File: config.mk
export PLATFORM = sky130hd
export DESIGN_NAME = ir_beam_calibrated_detector
export DESIGN_NICKNAME = d
export VERILOG_FILES = /design/src/rtl/core/irbd_pkg.sv /design/src/rtl/core/irbd_peak_ram.sv /design/src/rtl/core/irbd_seq.sv /design/src/rtl/core/irbd_eval.sv /design/src/rtl/core/ir_beam_calibrated_detector.sv
export SDC_FILE = /design/constraint.sdc
export NUM_CORES = 1
export LEC_CHECK = 0
export BUFFER_PORTS_ARGS = -buffer_cell sky130_fd_sc_hd__buf_2
export CORE_MARGIN = 1
export CORE_UTILIZATION = 65
export CTS_CLUSTER_SIZE = 12
export DETAILED_ROUTE_END_ITERATION = 16
export PLACE_DENSITY = 0.83
export SLEW_MARGIN = 15
export SYNTH_ARGS = -nofsm -noshare
export SYNTH_HDL_FRONTEND = slang
export SYNTH_SLANG_ARGS = --single-unit
File: constraint.sdc
create_clock -name clk -period 19.5 [get_ports clk]
set_input_delay 0.975 -clock clk [delete_from_list [all_inputs] [get_ports clk]]
set_output_delay 0.975 -clock clk [all_outputs]
set_load 0.01 [all_outputs]
File: src/rtl/core/irbd_pkg.sv
// Shared constants, types and codes for the infrared beam calibrated detector.
package irbd_pkg;

	localparam int NUM_SENSORS = 6;
	localparam int ADC_BITS    = 10;
	localparam int SENSOR_W    = 3;
	localparam int CFG_W       = 16;
	localparam int CFG_IDX_W   = 2;
	localparam int SENS_FRAC   = 16;

	localparam int ADDR_W  = (NUM_SENSORS > 1) ? $clog2(NUM_SENSORS) : 1;
	localparam int CNT_W   = CFG_W + ((NUM_SENSORS > 1) ? $clog2(NUM_SENSORS) : 0);
	localparam int DIFF_W  = ADC_BITS + 1;
	localparam int PROD_W  = ADC_BITS + CFG_W;

	localparam logic [CFG_IDX_W-1:0] REG_SKIP_ROUNDS = 2'd0;
	localparam logic [CFG_IDX_W-1:0] REG_CAL_ROUNDS  = 2'd1;
	localparam logic [CFG_IDX_W-1:0] REG_SENSITIVITY = 2'd2;

	localparam int SKIP_ROUNDS_RST = 256;
	localparam int CAL_ROUNDS_RST  = 256;
	localparam logic [CFG_W-1:0] SENSITIVITY_RST = 16'd19661;

	typedef enum logic [2:0] {
		OP_SKIP,
		OP_CAL,
		OP_FINISH,
		OP_READY,
		OP_OOR,
		OP_RECAL
	} op_t;

	typedef struct packed {
		op_t                       op;
		logic                      oor_ready;
		logic [SENSOR_W-1:0]       sensor;
		logic [ADDR_W-1:0]         addr;
		logic signed [DIFF_W-1:0]  diff;
	} item_t;

	typedef struct packed {
		logic                 en;
		logic [ADDR_W-1:0]    addr;
		logic [ADC_BITS-1:0]  data;
	} ram_wr_t;

endpackage

File: src/rtl/core/irbd_peak_ram.sv
// Per-sensor peak difference memory with registered read and valid bits.
module irbd_peak_ram (
	input  logic                              clk,
	input  logic                              arst_n,
	input  logic                              rd_en,
	input  logic [irbd_pkg::ADDR_W-1:0]       rd_addr,
	output logic [irbd_pkg::ADC_BITS-1:0]     rd_data,
	input  irbd_pkg::ram_wr_t                 wr,
	input  logic                              clear
);
	import irbd_pkg::*;

	logic [ADC_BITS-1:0]    mem [NUM_SENSORS];
	logic [NUM_SENSORS-1:0] valid_q;
	logic [ADC_BITS-1:0]    rd_data_q;

	// Entry storage and read port; an entry never written since clear reads as zero.
	always_ff @(posedge clk) begin
		if (wr.en) begin
			mem[wr.addr] <= wr.data;
		end
		if (rd_en) begin
			rd_data_q <= valid_q[rd_addr] ? mem[rd_addr] : '0;
		end
	end

	// Clear wins over a write landing on the same edge.
	always_ff @(posedge clk or negedge arst_n) begin
		if (!arst_n) begin
			valid_q <= '0;
		end else if (clear) begin
			valid_q <= '0;
		end else if (wr.en) begin
			valid_q[wr.addr] <= 1'b1;
		end
	end

	assign rd_data = rd_data_q;

endmodule

File: src/rtl/core/irbd_seq.sv
// Configuration registers, calibration phase sequencer and per-item decode.
module irbd_seq (
	input  logic                                clk,
	input  logic                                arst_n,
	input  logic                                cfg_wr,
	input  logic [irbd_pkg::CFG_IDX_W-1:0]      cfg_index,
	input  logic [irbd_pkg::CFG_W-1:0]          cfg_data,
	input  logic                                issue,
	input  logic                                action,
	input  logic [irbd_pkg::SENSOR_W-1:0]       sensor,
	input  logic [irbd_pkg::ADC_BITS-1:0]       ambient,
	input  logic [irbd_pkg::ADC_BITS-1:0]       lit,
	output irbd_pkg::item_t                     item,
	output logic [irbd_pkg::CFG_W-1:0]          sens_cal
);
	import irbd_pkg::*;

	typedef enum logic [1:0] {
		PH_SKIP,
		PH_CAL,
		PH_READY
	} phase_t;

	phase_t             phase_q;
	logic [CNT_W-1:0]   cnt_q;
	logic [CNT_W-1:0]   skip_items_q;
	logic [CNT_W-1:0]   cal_items_q;
	logic [CFG_W-1:0]   sens_cfg_q;
	logic [CFG_W-1:0]   sens_cal_q;

	logic               in_range;
	logic               to_cal;
	logic [CNT_W-1:0]   cnt_base;
	logic [CNT_W-1:0]   cnt_inc;
	logic               cal_done;
	op_t                op;

	// Registers hold item counts, rounds times the number of sensors.
	always_ff @(posedge clk or negedge arst_n) begin
		if (!arst_n) begin
			skip_items_q <= CNT_W'(SKIP_ROUNDS_RST * NUM_SENSORS);
			cal_items_q  <= CNT_W'(CAL_ROUNDS_RST * NUM_SENSORS);
			sens_cfg_q   <= SENSITIVITY_RST;
		end else if (cfg_wr) begin
			case (cfg_index)
				REG_SKIP_ROUNDS: skip_items_q <= CNT_W'(cfg_data * NUM_SENSORS);
				REG_CAL_ROUNDS:  cal_items_q  <= CNT_W'(cfg_data * NUM_SENSORS);
				REG_SENSITIVITY: sens_cfg_q   <= cfg_data;
				default: ;
			endcase
		end
	end

	always_comb begin
		in_range = int'(sensor) < NUM_SENSORS;
		to_cal   = (phase_q == PH_SKIP) && (cnt_q >= skip_items_q);
		cnt_base = to_cal ? '0 : cnt_q;
		cnt_inc  = cnt_base + CNT_W'(1);
		cal_done = cnt_inc >= cal_items_q;

		if (action) begin
			op = OP_RECAL;
		end else if (!in_range) begin
			op = OP_OOR;
		end else begin
			case (phase_q)
				PH_SKIP:  op = to_cal ? (cal_done ? OP_FINISH : OP_CAL) : OP_SKIP;
				PH_CAL:   op = cal_done ? OP_FINISH : OP_CAL;
				PH_READY: op = OP_READY;
				default:  op = OP_SKIP;
			endcase
		end

		item.op        = op;
		item.oor_ready = (phase_q == PH_READY);
		item.sensor    = sensor;
		item.addr      = sensor[ADDR_W-1:0];
		item.diff      = $signed({1'b0, lit}) - $signed({1'b0, ambient});
	end

	// Phase and count advance only at the transfer of an item; out-of-range and ready items leave them as they are.
	always_ff @(posedge clk or negedge arst_n) begin
		if (!arst_n) begin
			phase_q    <= PH_SKIP;
			cnt_q      <= '0;
			sens_cal_q <= SENSITIVITY_RST;
		end else if (issue) begin
			case (op)
				OP_RECAL: begin
					phase_q <= PH_SKIP;
					cnt_q   <= '0;
				end
				OP_SKIP: begin
					cnt_q <= cnt_inc;
				end
				OP_CAL: begin
					phase_q <= PH_CAL;
					cnt_q   <= cnt_inc;
				end
				OP_FINISH: begin
					phase_q    <= PH_READY;
					cnt_q      <= cnt_inc;
					sens_cal_q <= sens_cfg_q;
				end
				default: ;
			endcase
		end
	end

	assign sens_cal = sens_cal_q;

endmodule

File: src/rtl/core/irbd_eval.sv
// Read-modify-write pipeline: peak update, threshold multiply, beam compare, output register.
module irbd_eval (
	input  logic                              clk,
	input  logic                              arst_n,
	input  logic                              in_valid,
	input  irbd_pkg::item_t                   item,
	input  logic [irbd_pkg::CFG_W-1:0]        sens_cal,
	input  logic [irbd_pkg::ADC_BITS-1:0]     rd_data,
	output logic                              advance,
	output irbd_pkg::ram_wr_t                 wr,
	output logic                              out_valid,
	input  logic                              out_stall,
	output logic [irbd_pkg::SENSOR_W-1:0]     which_sensor,
	output logic                              blocked,
	output logic                              ready_res,
	output logic [irbd_pkg::ADC_BITS-1:0]     level
);
	import irbd_pkg::*;

	logic                     valid_s1;
	item_t                    item_s1;
	ram_wr_t                  fwd_q;

	logic                     valid_s2;
	op_t                      op_s2;
	logic                     oor_ready_s2;
	logic [SENSOR_W-1:0]      sensor_s2;
	logic signed [DIFF_W-1:0] diff_s2;
	logic [PROD_W-1:0]        prod_s2;

	logic                     out_valid_q;
	logic [SENSOR_W-1:0]      which_sensor_q;
	logic                     blocked_q;
	logic                     ready_res_q;
	logic [ADC_BITS-1:0]      level_q;

	logic [ADC_BITS-1:0]      peak_cur;
	logic [ADC_BITS-1:0]      peak_new;
	logic [ADC_BITS-1:0]      peak_mul;
	logic [PROD_W-1:0]        prod;
	logic                     is_cal;
	logic [ADC_BITS-1:0]      limit;
	logic                     blk;
	logic                     rdy;
	logic [ADC_BITS-1:0]      lvl;

	assign advance = !out_valid_q || !out_stall;

	// Stage 1: memory data arrives; forward the write from the previous advance.
	always_comb begin
		peak_cur = (fwd_q.en && (fwd_q.addr == item_s1.addr)) ? fwd_q.data : rd_data;
		peak_new = (item_s1.diff > $signed({1'b0, peak_cur}))
			? item_s1.diff[ADC_BITS-1:0] : peak_cur;
		is_cal   = (item_s1.op == OP_CAL) || (item_s1.op == OP_FINISH);
		peak_mul = (item_s1.op == OP_FINISH) ? peak_new : peak_cur;
		prod     = PROD_W'(peak_mul) * PROD_W'(sens_cal);
		wr.en    = advance && valid_s1 && is_cal;
		wr.addr  = item_s1.addr;
		wr.data  = peak_new;
	end

	// Stage 2: threshold from the registered product, then compare.
	always_comb begin
		limit = prod_s2[PROD_W-1:SENS_FRAC];
		blk   = (op_s2 == OP_READY) && (diff_s2 < $signed({1'b0, limit}));
		rdy   = (op_s2 == OP_FINISH) || (op_s2 == OP_READY)
			|| ((op_s2 == OP_OOR) && oor_ready_s2);
		lvl   = ((op_s2 == OP_FINISH) || (op_s2 == OP_READY)) ? limit : '0;
	end

	always_ff @(posedge clk or negedge arst_n) begin
		if (!arst_n) begin
			valid_s1    <= 1'b0;
			valid_s2    <= 1'b0;
			out_valid_q <= 1'b0;
			fwd_q       <= '0;
		end else if (advance) begin
			valid_s1    <= in_valid;
			valid_s2    <= valid_s1;
			out_valid_q <= valid_s2;
			fwd_q       <= wr;
		end
	end

	always_ff @(posedge clk) begin
		if (advance) begin
			item_s1        <= item;
			op_s2          <= item_s1.op;
			oor_ready_s2   <= item_s1.oor_ready;
			sensor_s2      <= item_s1.sensor;
			diff_s2        <= item_s1.diff;
			prod_s2        <= prod;
			which_sensor_q <= sensor_s2;
			blocked_q      <= blk;
			ready_res_q    <= rdy;
			level_q        <= lvl;
		end
	end

	assign out_valid    = out_valid_q;
	assign which_sensor = which_sensor_q;
	assign blocked      = blocked_q;
	assign ready_res    = ready_res_q;
	assign level        = level_q;

endmodule

File: src/rtl/core/ir_beam_calibrated_detector.sv
// Top level of the infrared beam calibrated detector.
// The block takes one item per clock cycle when the output side keeps up, and each result
// passes in order through the registered read of the per-sensor peak memory, the
// threshold multiply and the compare into the output register. A stall on the output
// while a result waits there freezes the whole pipeline and is passed straight
// back as in_stall. After a restart (reset or a recalibrate item) the block drops
// skip_rounds rounds of samples, then tracks each sensor's largest lit minus ambient for
// cal_rounds rounds, and on the last calibration item fixes every threshold at
// peak * sensitivity / 65536 using the sensitivity in force at that moment. From then on a
// sensor reads blocked when its difference falls below its threshold. Sensors are expected
// round-robin. Configuration writes are always taken (cfg_ready is tied high) and must
// only be issued while no item is in flight.
module ir_beam_calibrated_detector (
	input  logic                              clk,
	input  logic                              arst_n,
	input  logic                              cfg_valid,
	output logic                              cfg_ready,
	input  logic [irbd_pkg::CFG_IDX_W-1:0]    cfg_index,
	input  logic [irbd_pkg::CFG_W-1:0]        cfg_data,
	input  logic                              in_valid,
	output logic                              in_stall,
	input  logic                              action,
	input  logic [irbd_pkg::SENSOR_W-1:0]     sensor,
	input  logic [irbd_pkg::ADC_BITS-1:0]     ambient,
	input  logic [irbd_pkg::ADC_BITS-1:0]     lit,
	output logic                              out_valid,
	input  logic                              out_stall,
	output logic [irbd_pkg::SENSOR_W-1:0]     which_sensor,
	output logic                              blocked,
	output logic                              ready_res,
	output logic [irbd_pkg::ADC_BITS-1:0]     level
);
	import irbd_pkg::*;

	item_t                 item;
	logic [CFG_W-1:0]      sens_cal;
	logic [ADC_BITS-1:0]   rd_data;
	ram_wr_t               wr;
	logic                  advance;
	logic                  issue;
	logic                  rd_en;
	logic                  clear;

	assign cfg_ready = 1'b1;
	assign in_stall  = !advance;

	// An input transfer happens whenever the pipeline moves and an item is offered.
	assign issue = in_valid && advance;

	// Read the peak only for items that use it; out-of-range sensors never touch memory.
	assign rd_en = issue
		&& ((item.op == OP_CAL) || (item.op == OP_FINISH) || (item.op == OP_READY));

	// Recalibrate drops all peaks at once through the valid bits.
	assign clear = issue && (item.op == OP_RECAL);

	irbd_seq u_seq (
		.clk       (clk),
		.arst_n    (arst_n),
		.cfg_wr    (cfg_valid && cfg_ready),
		.cfg_index (cfg_index),
		.cfg_data  (cfg_data),
		.issue     (issue),
		.action    (action),
		.sensor    (sensor),
		.ambient   (ambient),
		.lit       (lit),
		.item      (item),
		.sens_cal  (sens_cal)
	);

	irbd_peak_ram u_peak_ram (
		.clk     (clk),
		.arst_n  (arst_n),
		.rd_en   (rd_en),
		.rd_addr (item.addr),
		.rd_data (rd_data),
		.wr      (wr),
		.clear   (clear)
	);

	irbd_eval u_eval (
		.clk          (clk),
		.arst_n       (arst_n),
		.in_valid     (in_valid),
		.item         (item),
		.sens_cal     (sens_cal),
		.rd_data      (rd_data),
		.advance      (advance),
		.wr           (wr),
		.out_valid    (out_valid),
		.out_stall    (out_stall),
		.which_sensor (which_sensor),
		.blocked      (blocked),
		.ready_res    (ready_res),
		.level        (level)
	);

endmodule
== After elaboration in Yosys (flattened, before gate mapping) ==
Memories as Yosys holds them, arrays and structs flattened. A register that Yosys moved wholly into a read port is not among the register bits.
Cells that the tools add are included.
Storage, ports and cells
  flip-flop bits (word level): 189
  output and inout bits: 18
  bits of input ports: 47
  memories kept: 1
  word-level logic and storage cells: 106
  RAM bits: 60
Operators by class
  equal/unequal tests: 14
  multiply operators: 2
  $lt $le $gt $ge: 8
  bitwise logic cells: 1
  muxes and demuxes: 19
  reductions and logical operators: 33
  add/sub/neg operators: 2
Memory list
  u_peak_ram.mem: depth 6, width 10, read ports 1, clocked after Yosys merged registers in 1, write ports 1, RTL line irbd_peak_ram.sv:13  | logic [ADC_BITS-1:0] mem [NUM_SENSORS];
Operators with widths (number)
  19-bit >= comparator: 2
  19-bit case mux with 2 select lines: 1
  10-bit two-way mux: 3
  10-bit by 16-bit multiplier with 26-bit output: 1
  19-bit by 1-bit adder with 19-bit output, second input constant: 1
  19-bit two-way mux: 1
  16-bit by 2-bit multiplier with 18-bit output, second input constant: 1
  3-bit by 2-bit equality test with 1-bit output, second input constant: 5
  6-bit two-way mux: 2
  2-bit AND reduction: 6
  11-bit greater-than comparator: 1
  11-bit < comparator: 1
  10-bit by 10-bit subtractor with 11-bit output: 1
  1-bit logical AND: 10
  3-bit two-way mux: 3
  3-bit case mux with 3 select lines: 1
  3-bit by 4-bit < comparator with 1-bit output, second input constant: 2
  3-bit by 1-bit equality test with 1-bit output, second input constant: 2
  3-bit equality test, second input constant: 2
  1-bit logical OR: 6
  6-bit OR: 1
  2-bit case mux with 3 select lines: 1
  2-bit by 1-bit equality test with 1-bit output, second input constant: 2
  2-bit equality test, second input constant: 2
  other kinds (13): 21

== Logic depth before layout (Yosys ltp) ==
  word-level depth: 14
  mapped depth: 37
  gate-level depth less buffers: 34

== Cells and area by module ==
Synthesis repeated with hierarchy kept, for this count alone.
Second synthesis, totals
  cells, all modules: 1584
  area total of the unflattened synthesis: 17111.4 um^2
By module, submodules not included
  irbd_eval: area each 8266.7 um^2, cells each 791, times used 1
  irbd_seq: area each 5850.6 um^2, cells each 612, times used 1
  irbd_peak_ram: area each 2950.3 um^2, cells each 173, times used 1
  ir_beam_calibrated_detector: area each 43.8 um^2, cells each 8, times used 1

== Worst setup path before layout ==
No wires, ideal clock.
  path type: reg-to-reg
  start: register u_eval.item_s1[15] (netlist name)
  end: register u_eval.prod_s2[24] (data pin)
  arrival time: 8.073 ns
  required time: 19.242 ns
  setup slack: 11.170 ns
  cell stages (with the launch flop): 35
  path buffers: 3
  library setup time: 0.258 ns
  cells stage by stage: edfxtp_1 -> xnor2_1 -> nand4_1 -> buf_2 -> mux2_2 -> ha_1 -> nand3_1 -> or3_1 -> nand3_1 -> buf_2 -> mux2i_1 -> nor2_1 -> a21oi_1 -> clkbuf_1 -> nand2_1 -> fa_1 -> inv_1 -> fa_1 -> inv_1 -> fa_1 -> inv_1 -> fa_1 -> inv_1 -> fa_1 -> inv_1 -> ha_1 -> nand4_1 -> nor2_1 -> a211o_1 -> a41oi_1 -> o21ai_0 -> a31oi_1 -> o21ai_0 -> a21oi_1 -> xnor2_1
RTL lines
  to (signal assigned): RTL line irbd_eval.sv:92  | prod_s2 <= prod;
  to (decl): RTL line irbd_eval.sv:29  | logic [PROD_W-1:0] prod_s2;

==> results.toml <==
[yosys]
synth_largest_area_cell = "edfxtp_1"
netlist_area_sq_um = 17120
synth-seq-cells = 243
synth-edff-count = 131
synthesis.nets = 1913
ys_types = 77
seq_area_frac_synth = 0.3949
syn-mean-instance-area_sq_um = 10.62
yosysWarningCount = 0
synth_largest_type_area_fraction = 0.2297
synthesis.instances = 1613
ys_async_sr_fraction = 0.4609
postSynth.topFlopCell = "edfxtp_1"
synth.area.top_cells = "edfxtp_1 23%, dfrtp_1 13%, fa_1 13%"

[clock_network]
post_cts_hold_buffer_count = 0
cts_setup_buffers = 0
clk_pin_slew_ns = 0.06
number_of_clock_buffers_inserted_by_tritoncts = 27
worstSkewPairLatency_ns = 0.54
cts_resized = 0
cts_tree = "done"
htree_levels = 1
clock_tree.buffer_depth = 3
clock_sinks = 243
ctsRootBufferMaster = "clkbuf_16"

[setup_path]
slowest_delay_ns = 0.70
rr_endpoint = "u_eval.prod_s2[24]"
critPathMaxFanout = 16
path_common_cell = "fa_1"
startpoint_type = "flop"
cpMaxStageDelayCell = "mux2i_1"
reg2reg_from = "u_eval.item_s1[16]"
worstSetupStartpoint = "u_eval.item_s1[16]"
cp_data_required_time_ns = 19.79
ff2ff_path_depth = 33
criticalPathCategory = "flop to flop"
critPathArrivalTime_ns = 10.01
reg2reg_slack_ns = 9.78
critPathCapture = "u_eval.prod_s2[24]"
endpoint_kind = "flop"

[drt]
dr.pass1.iters = 7
detailroute.via_count = 12065
drt-vias-per-instance = 5.964
detail_route.wl_per_cell_um = 18.79
drt_drc_violations_left = 0
drt-total-wl_mm = 38.02
starting_drc_count_in_detailed_routing = 987
antenna_left = 0

[cells_and_area]
final_core_util = 0.7160
fin_cells = 2023
area.growth.synth_to_final_pct = 8.651
num-fill-cells = 1840
mostFrequentLayoutCell = "inv_1"
antennaDiodeCount = 0
final_nets = 1967
layout-drive-gt1-share = 0.1191
final_cell_mix = "212 x inv_1, 196 x nand2_1, 142 x ha_1, 131 x edfxtp_1, 111 x fa_1"

[global_route]
largest_net_degree_at_the_start_of_global_routing = 71
initial_antenna_violation_count = 0
grt_overflow = 0
vias_in_the_first_global_route = 12360
groute.usage.overall = 0.2944
grt_pass1_wl_mm = 61.62

[die]
fp-row-count = 59
die-height_um = 164.3
floorplan.core_area_sq_um = 25980
die-width_um = 164.3
die_area_sq_um = 27000
boundaryPins = 65
initial_core_util = 0.6590

[worst_hold_path]
hold_start = "u_eval.sensor_s2[1]"
hold_class = "flop to flop"

[run]
drv_cap = 0

[placed_design]
placement.io_buffers = 63
finalWeightedCongestion = 0.9036
dpl.hpwl_mm = 27.48
place.detailed.instances = 1972

[timing]
drv_slew = 0
grt_setup_unrepaired = "no"
max_slew_margin = 0.2152
maxClockFrequency_mhz = 102.9
final-hold-violation-count = 0
tightest_slew_ns = 1.169
layout_worst_path_cycle_share = 0.4985
final_tns_setup_ns = 0
finalSetupViolCount = 0
fin_skew_ns = 0.02368
holdWs_ns = 0.4160
finalWorstPathRequiredPeriod_ns = 9.721

[run_status]
run_status = "finished clean"

[pwr]
power.static_leakage_uw = 0.008952
pwr_per_cell_area_nw_per_um2 = 114.7
power.internal_uw = 1306
fraction_of_power_consumed_by_sequential_logic = 0.362
maximum_resistive_drop_on_vdd_uv = 88.12
comb_power_share = 0.418
clkPwrFrac = 0.219
switching_share = 0.3879
p_sw_uw = 827.7
[sequential cells by signal, summed over array words and instances, names as in the netlist, 11 cells and up]
signal	count
u_eval.diff_s2	11
u_eval.fwd_q	14
u_eval.item_s1	18
u_peak_ram.mem	60
u_seq.cal_items_q	18
u_seq.cnt_q	19
u_seq.sens_cal	16
u_seq.sens_cfg_q	16
u_seq.skip_items_q	18
[worst max-delay path, delay by kind of cell, from the launching register on]
kind	cells	cell delay [ns]
adder cells (fa/ha/maj)	7	3.21
AO/OA/AOI/OAI	11	2.27
AND/OR/NAND/NOR	6	1.49
multiplexers	2	1.16
buffers and inverters	5	0.53
flip-flops	1	0.50
XOR/XNOR	2	0.29
[Yosys cell counts, types with 21 or more instances]
cell        n
dfrtp_1    92
mux2_2     23
a21o_1     23
xnor2_1    32
edfxtp_1  131
nand2_1   197
nor2_1     64
and2_1     94
clkbuf_1   48
inv_1     212
nand3_1    28
ha_1      142
o21ai_0    69
a31oi_1    21
fa_1      111
mux2i_1    31
a21oi_1    49
[stage by stage]
| stage | cell area, sq um | setup WS [ns] | total power (uW) |
|---|---|---|---|
| floorplan | 17120 | 11.17 | 1405 |
| global placement | 17780 | 10.31 | 1609 |
| detailed placement | 17780 | 9.974 | 1668 |
| CTS | 18590 | 9.882 | 2140 |
| global route | 18610 | 9.232 | 2303 |
| finish | 18610 | 9.779 | 2134 |
[cell type report]
class | count | area [sq um] | area share
Clock buffer | 42 | 732.0 | 0.03934
Clock inverter | 8 | 73.82 | 0.003968
Inverter | 212 | 795.8 | 0.04277
Multi-Input combinational cell | 1099 | 9340 | 0.5020
Sequential cell | 243 | 6761 | 0.3634
Tap cell | 335 | 419.2 | 0.02253
Timing Repair Buffer | 84 | 483.0 | 0.02596
[cells by family (layout without fill, tap and decap cells)]
family / after synthesis / after routing / synth area share
AO/OA/AOI/OAI: 235 / 235 / 0.08966
adder cells (fa/ha/maj): 253 / 253 / 0.2335
buffers and inverters: 271 / 346 / 0.06035
flip-flops: 243 / 243 / 0.3949
other: 1 / 1 / 0.0002190
multiplexers: 81 / 81 / 0.06043
AND/OR/NAND/NOR: 483 / 483 / 0.1374
XOR/XNOR: 46 / 46 / 0.02353
[power by group through the flow]
stage               Sequential (uW)  Clock [uW]  Combinational (uW)
floorplan                       724           0                 681
global placement                773           0                 835
detailed placement              778           0                 889
CTS                             770         474                 896
global route                    784         495                1020
finish                          773         468                 893
[metal layers]
layer  vias to the layer above  part of all wire  global-route usage
li1                       5571                 -                   -
met1                      5886              0.41              0.3818
met2                       513              0.49              0.4975
met3                        95             0.075             0.05833
met4                         0             0.029             0.09343
met5                         -                 0            0.001894
[how the worst min path moves through the flow]
stage               cells past startpoint                     end
floorplan                               0     u_eval.oor_ready_s2
global placement                        0  u_eval.which_sensor[2]
detailed placement                      0  u_eval.which_sensor[1]
CTS                                     0  u_eval.which_sensor[1]
global route                            0  u_eval.which_sensor[1]
finish                                  0  u_eval.which_sensor[1]
Note: power is estimated with default switching activity, not from simulation.
